File: src/hw/rtl/ntg_pkg.sv
package ntg_pkg;

  localparam int unsigned DivStages     = 4;
  localparam int unsigned StepsPerStage = 2;
  localparam int unsigned NumLanes      = 4;

  localparam int unsigned LaneLeft   = 0;
  localparam int unsigned LaneRight  = 1;
  localparam int unsigned LaneTop    = 2;
  localparam int unsigned LaneBottom = 3;

  localparam logic [3:0] TileWhole = 4'd9;
  localparam logic [3:0] TileLast  = 4'd8;
  localparam logic [1:0] PosFirst  = 2'd0;
  localparam logic [1:0] PosMid    = 2'd1;
  localparam logic [1:0] PosLast   = 2'd2;

  typedef struct packed {
    logic [11:0]        src_x;
    logic [11:0]        src_y;
    logic [11:0]        src_w;
    logic [11:0]        src_h;
    logic [7:0]         border_left;
    logic [7:0]         border_right;
    logic [7:0]         border_top;
    logic [7:0]         border_bottom;
    logic signed [15:0] dst_x;
    logic signed [15:0] dst_y;
    logic [11:0]        dst_w;
    logic [11:0]        dst_h;
  } req_t;

  typedef struct packed {
    req_t                        req;
    logic                        whole;
    logic                        need_h;
    logic                        need_v;
    logic [8:0]                  div_h;
    logic [8:0]                  div_v;
    logic [NumLanes-1:0][16:0]   acc;
  } stage_t;

  typedef struct packed {
    logic [13:0] src_x;
    logic [13:0] src_y;
    logic [13:0] src_w;
    logic [13:0] src_h;
    logic [16:0] dst_x;
    logic [16:0] dst_y;
    logic [11:0] dst_w;
    logic [11:0] dst_h;
    logic [3:0]  index;
    logic        last;
  } tile_t;

  // one restoring division step, upper nine bits hold the partial remainder
  function automatic logic [16:0] div_step(logic [16:0] acc, logic [8:0] d);
    logic [9:0] tr;
    logic [9:0] diff;
    tr   = acc[16:7];
    diff = tr - {1'b0, d};
    if (tr >= {1'b0, d}) begin
      return {diff[8:0], acc[6:0], 1'b1};
    end else begin
      return {tr[8:0], acc[6:0], 1'b0};
    end
  endfunction

endpackage

File: src/hw/rtl/nine_patch_tile_geometry.sv
// path: entry register, four divider stages, tile registers, output register
// a bordered request yields nine tiles and a zero-border request one tile,
// issued by the tile sequencer one tile per cycle unless the output port stalls
// border scaling runs in a 4-stage divider pipeline, 2 quotient bits per stage
// reset: asynchronous active-low reset clears all valid bits and tile counters
module nine_patch_tile_geometry #(
  parameter int unsigned COORD_BITS = 12
) (
  input  logic         clk_i,
  input  logic         rst_ni,
  input  logic         s_axis_tvalid,
  output logic         s_axis_tready,
  // src_x, src_y, src_w, src_h, border_left, border_right, border_top,
  // border_bottom, dst_x, dst_y, dst_w, dst_h
  input  logic [135:0] s_axis_tdata,
  output logic         m_axis_tvalid,
  input  logic         m_axis_tready,
  // tile_src_x, tile_src_y, tile_src_w, tile_src_h, tile_dst_x, tile_dst_y,
  // tile_dst_w, tile_dst_h, zero pad
  output logic [119:0] m_axis_tdata,
  // tile_index
  output logic [3:0]   m_axis_tuser,
  // last_tile
  output logic         m_axis_tlast
);

  ntg_pkg::req_t  in_req;
  ntg_pkg::req_t  sc_req;
  ntg_pkg::tile_t tile;
  logic           sc_valid, sc_ready, sc_whole;

  always_comb begin
    in_req.src_x         = s_axis_tdata[11:0];
    in_req.src_y         = s_axis_tdata[23:12];
    in_req.src_w         = s_axis_tdata[35:24];
    in_req.src_h         = s_axis_tdata[47:36];
    in_req.border_left   = s_axis_tdata[55:48];
    in_req.border_right  = s_axis_tdata[63:56];
    in_req.border_top    = s_axis_tdata[71:64];
    in_req.border_bottom = s_axis_tdata[79:72];
    in_req.dst_x         = s_axis_tdata[95:80];
    in_req.dst_y         = s_axis_tdata[111:96];
    in_req.dst_w         = s_axis_tdata[123:112];
    in_req.dst_h         = s_axis_tdata[135:124];
  end

  ntg_scale #(
    .COORD_BITS(COORD_BITS)
  ) u_scale (
    .clk_i      (clk_i),
    .rst_ni     (rst_ni),
    .in_valid_i (s_axis_tvalid),
    .in_ready_o (s_axis_tready),
    .in_req_i   (in_req),
    .out_valid_o(sc_valid),
    .out_ready_i(sc_ready),
    .out_req_o  (sc_req),
    .out_whole_o(sc_whole)
  );

  ntg_tile u_tile (
    .clk_i      (clk_i),
    .rst_ni     (rst_ni),
    .in_valid_i (sc_valid),
    .in_ready_o (sc_ready),
    .in_req_i   (sc_req),
    .in_whole_i (sc_whole),
    .out_valid_o(m_axis_tvalid),
    .out_ready_i(m_axis_tready),
    .out_tile_o (tile)
  );

  assign m_axis_tdata = {6'd0, tile.dst_h, tile.dst_w, tile.dst_y, tile.dst_x,
                         tile.src_h, tile.src_w, tile.src_y, tile.src_x};
  assign m_axis_tuser = tile.index;
  assign m_axis_tlast = tile.last;

endmodule

File: src/hw/rtl/ntg_scale.sv
module ntg_scale #(
  parameter int unsigned COORD_BITS = 12
) (
  input  logic          clk_i,
  input  logic          rst_ni,
  input  logic          in_valid_i,
  output logic          in_ready_o,
  input  ntg_pkg::req_t in_req_i,
  output logic          out_valid_o,
  input  logic          out_ready_i,
  output ntg_pkg::req_t out_req_o,
  output logic          out_whole_o
);

  localparam int unsigned NS = ntg_pkg::DivStages;
  localparam logic [16:0] CmaskWide = (17'd1 << COORD_BITS) - 17'd1;
  localparam logic [11:0] Cmask = CmaskWide[11:0];

  ntg_pkg::stage_t st_q [NS+1];
  ntg_pkg::stage_t st_nxt [NS+1];
  logic [NS:0]     vld_q;
  logic [NS:0]     en;
  ntg_pkg::req_t   req_m;
  logic [8:0]      sum_h;
  logic [8:0]      sum_v;
  logic [19:0]     prod [ntg_pkg::NumLanes];

  function automatic ntg_pkg::stage_t advance(ntg_pkg::stage_t s);
    ntg_pkg::stage_t o;
    o = s;
    for (int st = 0; st < ntg_pkg::StepsPerStage; st++) begin
      o.acc[ntg_pkg::LaneLeft]   = ntg_pkg::div_step(o.acc[ntg_pkg::LaneLeft], o.div_h);
      o.acc[ntg_pkg::LaneRight]  = ntg_pkg::div_step(o.acc[ntg_pkg::LaneRight], o.div_h);
      o.acc[ntg_pkg::LaneTop]    = ntg_pkg::div_step(o.acc[ntg_pkg::LaneTop], o.div_v);
      o.acc[ntg_pkg::LaneBottom] = ntg_pkg::div_step(o.acc[ntg_pkg::LaneBottom], o.div_v);
    end
    return o;
  endfunction

  // entry: coordinate mask, border sums and products
  always_comb begin
    req_m       = in_req_i;
    req_m.src_x = in_req_i.src_x & Cmask;
    req_m.src_y = in_req_i.src_y & Cmask;
    req_m.src_w = in_req_i.src_w & Cmask;
    req_m.src_h = in_req_i.src_h & Cmask;
    req_m.dst_w = in_req_i.dst_w & Cmask;
    req_m.dst_h = in_req_i.dst_h & Cmask;
    sum_h = 9'(req_m.border_left) + 9'(req_m.border_right);
    sum_v = 9'(req_m.border_top) + 9'(req_m.border_bottom);
    prod[ntg_pkg::LaneLeft]   = 20'(req_m.dst_w) * 20'(req_m.border_left);
    prod[ntg_pkg::LaneRight]  = 20'(req_m.dst_w) * 20'(req_m.border_right);
    prod[ntg_pkg::LaneTop]    = 20'(req_m.dst_h) * 20'(req_m.border_top);
    prod[ntg_pkg::LaneBottom] = 20'(req_m.dst_h) * 20'(req_m.border_bottom);
    st_nxt[0].req    = req_m;
    st_nxt[0].whole  = (sum_h == 9'd0) && (sum_v == 9'd0);
    st_nxt[0].need_h = req_m.dst_w < 12'(sum_h);
    st_nxt[0].need_v = req_m.dst_h < 12'(sum_v);
    st_nxt[0].div_h  = sum_h;
    st_nxt[0].div_v  = sum_v;
    for (int l = 0; l < ntg_pkg::NumLanes; l++) begin
      st_nxt[0].acc[l] = prod[l][16:0];
    end
    for (int k = 1; k <= NS; k++) begin
      st_nxt[k] = advance(st_q[k-1]);
    end
  end

  always_comb begin
    en[NS] = !vld_q[NS] || out_ready_i;
    for (int k = NS - 1; k >= 0; k--) begin
      en[k] = !vld_q[k] || en[k+1];
    end
  end

  assign in_ready_o  = en[0];
  assign out_valid_o = vld_q[NS];
  assign out_whole_o = st_q[NS].whole;

  always_ff @(posedge clk_i or negedge rst_ni) begin
    if (!rst_ni) begin
      vld_q <= '0;
    end else begin
      if (en[0]) vld_q[0] <= in_valid_i;
      for (int k = 1; k <= NS; k++) begin
        if (en[k]) vld_q[k] <= vld_q[k-1];
      end
    end
  end

  always_ff @(posedge clk_i) begin
    for (int k = 0; k <= NS; k++) begin
      if (en[k]) st_q[k] <= st_nxt[k];
    end
  end

  always_comb begin
    out_req_o = st_q[NS].req;
    if (st_q[NS].need_h) begin
      out_req_o.border_left  = st_q[NS].acc[ntg_pkg::LaneLeft][7:0];
      out_req_o.border_right = st_q[NS].acc[ntg_pkg::LaneRight][7:0];
    end
    if (st_q[NS].need_v) begin
      out_req_o.border_top    = st_q[NS].acc[ntg_pkg::LaneTop][7:0];
      out_req_o.border_bottom = st_q[NS].acc[ntg_pkg::LaneBottom][7:0];
    end
  end

endmodule

File: src/hw/rtl/ntg_tile.sv
module ntg_tile (
  input  logic           clk_i,
  input  logic           rst_ni,
  input  logic           in_valid_i,
  output logic           in_ready_o,
  input  ntg_pkg::req_t  in_req_i,
  input  logic           in_whole_i,
  output logic           out_valid_o,
  input  logic           out_ready_i,
  output ntg_pkg::tile_t out_tile_o
);

  typedef struct packed {
    logic [2:0][13:0] spos;
    logic [2:0][13:0] ssize;
    logic [2:0][16:0] dpos;
    logic [2:0][11:0] dsize;
  } axis_t;

  function automatic axis_t make_axis(logic [11:0] p, logic [11:0] s, logic [7:0] lo,
                                      logic [7:0] hi, logic [15:0] dp, logic [11:0] ds);
    axis_t a;
    logic [16:0] dpx;
    dpx = {dp[15], dp};
    a.spos[0]  = 14'(p);
    a.spos[1]  = 14'(p) + 14'(lo);
    a.spos[2]  = 14'(p) + 14'(s) - 14'(hi);
    a.ssize[0] = 14'(lo);
    a.ssize[1] = 14'(s) - 14'(lo) - 14'(hi);
    a.ssize[2] = 14'(hi);
    a.dpos[0]  = dpx;
    a.dpos[1]  = dpx + 17'(lo);
    a.dpos[2]  = dpx + 17'(ds) - 17'(hi);
    a.dsize[0] = 12'(lo);
    a.dsize[1] = ds - 12'(lo) - 12'(hi);
    a.dsize[2] = 12'(hi);
    return a;
  endfunction

  axis_t          col_q, row_q;
  logic           whole_q, g_vld_q;
  logic [1:0]     c_q, r_q;
  logic [3:0]     idx_q;
  logic           out_vld_q;
  ntg_pkg::tile_t out_q;
  ntg_pkg::tile_t cur;
  logic           adv, load, whole_in;

  // decided on the borders as requested, before any scaling
  assign whole_in = in_whole_i;

  always_comb begin
    cur.src_x = col_q.spos[c_q];
    cur.src_w = col_q.ssize[c_q];
    cur.dst_x = col_q.dpos[c_q];
    cur.dst_w = col_q.dsize[c_q];
    cur.src_y = row_q.spos[r_q];
    cur.src_h = row_q.ssize[r_q];
    cur.dst_y = row_q.dpos[r_q];
    cur.dst_h = row_q.dsize[r_q];
    cur.index = whole_q ? ntg_pkg::TileWhole : idx_q;
    cur.last  = whole_q || (idx_q == ntg_pkg::TileLast);
  end

  assign adv        = g_vld_q && (!out_vld_q || out_ready_i);
  assign in_ready_o = !g_vld_q || (adv && cur.last);
  assign load       = in_valid_i && in_ready_o;

  always_ff @(posedge clk_i or negedge rst_ni) begin
    if (!rst_ni) begin
      g_vld_q   <= 1'b0;
      whole_q   <= 1'b0;
      c_q       <= ntg_pkg::PosFirst;
      r_q       <= ntg_pkg::PosFirst;
      idx_q     <= '0;
      out_vld_q <= 1'b0;
    end else begin
      if (load) begin
        g_vld_q <= 1'b1;
        whole_q <= whole_in;
        c_q     <= whole_in ? ntg_pkg::PosMid : ntg_pkg::PosFirst;
        r_q     <= whole_in ? ntg_pkg::PosMid : ntg_pkg::PosFirst;
        idx_q   <= '0;
      end else if (adv) begin
        if (cur.last) begin
          g_vld_q <= 1'b0;
        end else begin
          idx_q <= idx_q + 4'd1;
          if (c_q == ntg_pkg::PosLast) begin
            c_q <= ntg_pkg::PosFirst;
            r_q <= r_q + 2'd1;
          end else begin
            c_q <= c_q + 2'd1;
          end
        end
      end
      if (adv) begin
        out_vld_q <= 1'b1;
      end else if (out_ready_i) begin
        out_vld_q <= 1'b0;
      end
    end
  end

  always_ff @(posedge clk_i) begin
    if (load) begin
      col_q <= make_axis(in_req_i.src_x, in_req_i.src_w, in_req_i.border_left,
                         in_req_i.border_right, in_req_i.dst_x, in_req_i.dst_w);
      row_q <= make_axis(in_req_i.src_y, in_req_i.src_h, in_req_i.border_top,
                         in_req_i.border_bottom, in_req_i.dst_y, in_req_i.dst_h);
    end
    if (adv) out_q <= cur;
  end

  assign out_valid_o = out_vld_q;
  assign out_tile_o  = out_q;

endmodule
File: config.mk
export PLATFORM = sky130hd
export DESIGN_NAME = nine_patch_tile_geometry
export DESIGN_NICKNAME = d
export VERILOG_FILES = /design/src/hw/rtl/ntg_pkg.sv /design/src/hw/rtl/nine_patch_tile_geometry.sv /design/src/hw/rtl/ntg_scale.sv /design/src/hw/rtl/ntg_tile.sv
export SDC_FILE = /design/constraint.sdc
export NUM_CORES = 2
export LEC_CHECK = 0
export ABC_AREA = 0
export BUFFER_PORTS_ARGS = -buffer_cell sky130_fd_sc_hd__buf_2
export CORE_UTILIZATION = 60
export DETAILED_ROUTE_END_ITERATION = 7
export GPL_ROUTABILITY_DRIVEN = 0
export HOLD_SLACK_MARGIN = 0.05
export PLACE_DENSITY = 0.77
export RECOVER_POWER = 50
export SETUP_SLACK_MARGIN = 0.5
export SLEW_MARGIN = 10
export SYNTH_ARGS = -nofsm -noshare
export SYNTH_HDL_FRONTEND = slang
export SYNTH_HIERARCHICAL = 1
export SYNTH_SLANG_ARGS = --single-unit
File: constraint.sdc
create_clock -name clk_i -period 39 [get_ports clk_i]
set_input_delay 3.9 -clock clk_i [delete_from_list [all_inputs] [get_ports clk_i]]
set_output_delay 3.9 -clock clk_i [all_outputs]
set_load 0.01 [all_outputs]
==> load_flow_metrics.sql <==
INSERT INTO impl_metrics (metric_group, metric, value, unit) VALUES
('timing', 'final.period_utilization', '30.0', '%'),
('global_route', 'grt_first_pass_wirelength', '273', 'mm'),
('clock_tree', 'cts_buffers', '146', ''),
('logic_synthesis', 'synth.avg_cell_area', '12.8', 'µm²'),
('critical_path', 'cpPeakStageDelay', '5.49', 'ns'),
('floorplanning', 'core_region_area', '135000', 'µm²'),
('critical_path', 'cpMaxStageDelayCell', 'clkbuf_1', ''),
('global_route', 'via_count_of_the_first_global_routing_pass', '50300', ''),
('timing', 'holdWs', '0.406', 'ns'),
('clock_tree', 'cts_tree', 'done', ''),
('route', 'route.final.wire_length', '178', 'mm'),
('clock_tree', 'h-tree-depth', '4', ''),
('critical_path', 'path_cells', 'buf_2, nand2b_1, nand2_1, nand2_1, nor2b_1, nand4_1, clkbuf_1, buf_4, buf_4', ''),
('logic_synthesis', 'postSynthCellCount', '6396', ''),
('layout', 'drive_above_1_share', '9.48', '%'),
('logic_synthesis', 'count_of_flip_flops_with_a_built_in_enable_after_synthesis', '1452', ''),
('min_path', 'hold_path.class', 'register to register', ''),
('timing', 'grt_setup_unrepaired', 'false', ''),
('global_route', 'largest_net_degree_at_the_start_of_global_routing', '174', ''),
('layout', 'layout_common_cells', 'edfxtp_1, inv_1, ha_1', ''),
('route', 'wl_per_cell', '20.9', 'µm'),
('timing', 'min_period', '11.70', 'ns'),
('floorplanning', 'placement_rows', '135', ''),
('logic_synthesis', 'synth.ff_latch_count', '1468', ''),
('route', 'drc', '0', ''),
('route', 'route.antenna.remaining_nets', '0', ''),
('critical_path', 'cp_data_required_time', '39.41', 'ns'),
('clock_tree', 'cts_sinks', '1468', ''),
('critical_path', 'cp_data_arrival_time', '12.12', 'ns'),
('clock_tree', 'holdBufCountCts', '0', ''),
('logic_synthesis', 'ys.warnings.count', '6', ''),
('critical_path', 'crit_path_end_kind', 'register', ''),
('timing', 'maxSlewViolCount', '634', ''),
('critical_path', 'cp_max_fo', '130', ''),
('layout', 'n_fill_cell', '9582', ''),
('layout', 'final_common_cell', 'edfxtp_1', ''),
('floorplanning', 'die-width', '372', 'µm'),
('logic_synthesis', 'top_ff_cell_synth', 'edfxtp_1', ''),
('logic_synthesis', 'netlist_area', '82000', 'µm²'),
('clock_tree', 'postCtsResizedCells', '0', ''),
('layout', 'final_core_util', '65.8', '%'),
('layout', 'area_growth', '8.77', '%'),
('critical_path', 'endpoint', 'u_scale/st_q[0][291]', ''),
('floorplanning', 'num_io_pins', '267', ''),
('global_route', 'grt_overflow_total', '0', ''),
('critical_path', 'timing.critical_path.from_type', 'primary input', ''),
('run_status', 'failed_checks', 'capacitance limit, slew limit', ''),
('clock_tree', 'post_cts_setup_buffer_count', '0', ''),
('clock_tree', 'clk-insertion-delay-late', '0.80', 'ns'),
('critical_path', 'reg2reg_from', 'u_tile/idx_q[0]', ''),
('route', 'first_pass_iteration_count_of_the_detailed_router', '6', ''),
('floorplanning', 'start_util', '60.5', '%'),
('floorplanning', 'die_ar', '138000', 'µm²'),
('timing', 'finalSetupViolCount', '0', ''),
('timing', 'maxSlewHeadroom', '-433', '%'),
('layout', 'nNetsFinal', '7675', ''),
('critical_path', 'startpoint', 'm_axis_tready', ''),
('critical_path', 'worst_r2r_path_depth', '11', ''),
('timing', 'final.setup.tns', '0', 'ns'),
('floorplanning', 'chipHeight', '372', 'µm'),
('global_route', 'grt_util_all_layers', '25.7', '%'),
('timing', 'fmax', '0.0855', 'GHz'),
('route', 'initialDrtViolationCount', '3894', ''),
('logic_synthesis', 'ys_seq_area_share', '53.7', '%'),
('logic_synthesis', 'post_synth_num_cell_types', '91', ''),
('global_route', 'grt_antenna_before_repair', '4', ''),
('run', 'max_capacitance_violation_total', '17', ''),
('timing', 'finalHoldViolations', '0', ''),
('clock_tree', 'worst_setup_hold_path_clk_slew', '0.06', 'ns'),
('critical_path', 'timing.reg2reg.setup_slack', '29.62', 'ns'),
('critical_path', 'crit_reg_reg_endpoint', 'u_scale/st_q[0][291]', ''),
('placed_design', 'port_buf_inserts', '260', ''),
('timing', 'finalClockSkew', '0.0273', 'ns'),
('critical_path', 'critPathKind', 'primary input to register', ''),
('route', 'vias', '49400', ''),
('logic_synthesis', 'synth-async-reset-ratio', '1.09', '%'),
('timing', 'max_slew.worst_pin.slew', '7.99', 'ns'),
('placed_design', 'post-dp-hpwl', '124', 'mm'),
('clock_tree', 'ctsLongestPathBuffers', '3', ''),
('clock_tree', 'clock-root-buffer', 'clkbuf_16', ''),
('run_status', 'outcome', 'complete, but fails checks', ''),
('route', 'viasPerCell', '5.81', '');
==> routing by layer <==
layer | vias up | share of wire (%) | global-route usage (%)
met5 | - | 0 | 0
met4 | 0 | 4.1 | 10.8
met3 | 366 | 6.0 | 4.01
met2 | 1702 | 48 | 42.8
met1 | 24200 | 41 | 33.5
li1 | 23100 | - | -
==> layout make-up <==
class	count	area, µm²	share of cell area, %
Antenna cell	3	7.51	0.00842
Clock buffer	173	3820	4.28
Clock inverter	81	1080	1.21
Inverter	745	2800	3.14
Multi-Input combinational cell	3966	33900	38.0
Sequential cell	1468	44000	49.3
Tap cell	1781	2230	2.50
Timing Repair Buffer	287	1400	1.57
==> worst max-delay path: cells and delay by family <==
kind	cells	cell delay (ns)
simple gates	5	0.62
buf+inv	4	7.50
==> state kept, by name, indices dropped and copies added, names as in the netlist <==
signal / count
u_scale/vld_q: 5
u_tile/c_q: 2
u_tile/r_q: 2
u_tile/g_vld_q: 1
u_tile/out_valid_o: 1
u_tile/col_q: 131
u_tile/row_q: 131
u_scale/st_q: 1071
u_tile/out_tile_o: 119
u_tile/idx_q: 4
u_tile/whole_q: 1
==> per-stage QoR <==
stage	cell area (µm²)	cells	setup slack, ns
floorplan	82000	6401	19.58
global placement	84600	8247	28.94
detailed placement	84600	8247	28.91
CTS	89500	8501	28.87
global route	89200	8502	26.48
finish	89200	8504	27.30
==> logic make-up after synthesis <==
logic type | Yosys count | synth area share (%)
flip-flops | 1468 | 53.7
AND/OR/NAND/NOR | 1267 | 7.93
AO/OA/AOI/OAI | 1109 | 8.70
buffers and inverters | 967 | 4.95
adder cells (fa/ha/maj) | 921 | 16.9
XOR/XNOR | 362 | 3.87
multiplexers | 301 | 3.99
other | 1 | 0.00457
==> worst min path at each step <==
stage                    startpoint                     to  slack, ns  cells past startpoint
5_1_grt        u_scale/st_q[0][894]  u_scale/st_q[0][1119]       0.41                      0
3_3_place_gp   u_scale/st_q[0][762]   u_scale/st_q[0][987]       0.40                      0
4_1_cts        u_scale/st_q[0][894]  u_scale/st_q[0][1119]       0.40                      0
3_5_place_dp   u_scale/st_q[0][792]  u_scale/st_q[0][1017]       0.40                      0
6_report       u_scale/st_q[0][696]   u_scale/st_q[0][923]       0.41                      0
2_1_floorplan  u_scale/st_q[0][775]  u_scale/st_q[0][1000]       0.40                      0
==> Yosys cell counts (31+ instances only) <==
cell type / instances / area, µm²
edfxtp_1: 1452 / 43600
inv_1: 744 / 2790
ha_1: 609 / 7620
fa_1: 312 / 6250
nand2_1: 310 / 1160
and2_1: 303 / 1900
o21ai_0: 299 / 1500
a21oi_1: 289 / 1450
xnor2_1: 256 / 2240
nor2_1: 245 / 920
mux2_2: 204 / 2300
a21o_1: 148 / 1110
buf_4: 110 / 826
xor2_1: 106 / 928
clkbuf_1: 98 / 368
mux2i_1: 97 / 971
nor2b_1: 86 / 538
nor3_1: 76 / 380
o21a_1: 72 / 541
nand2b_1: 48 / 300
nand4_1: 47 / 294
nand3_1: 42 / 210
a211oi_1: 31 / 233
o31a_1: 31 / 272
Power is left out: the tool's default activity adds up to more than one toggle a clock period on the data nets, which glitch-free logic cannot reach.
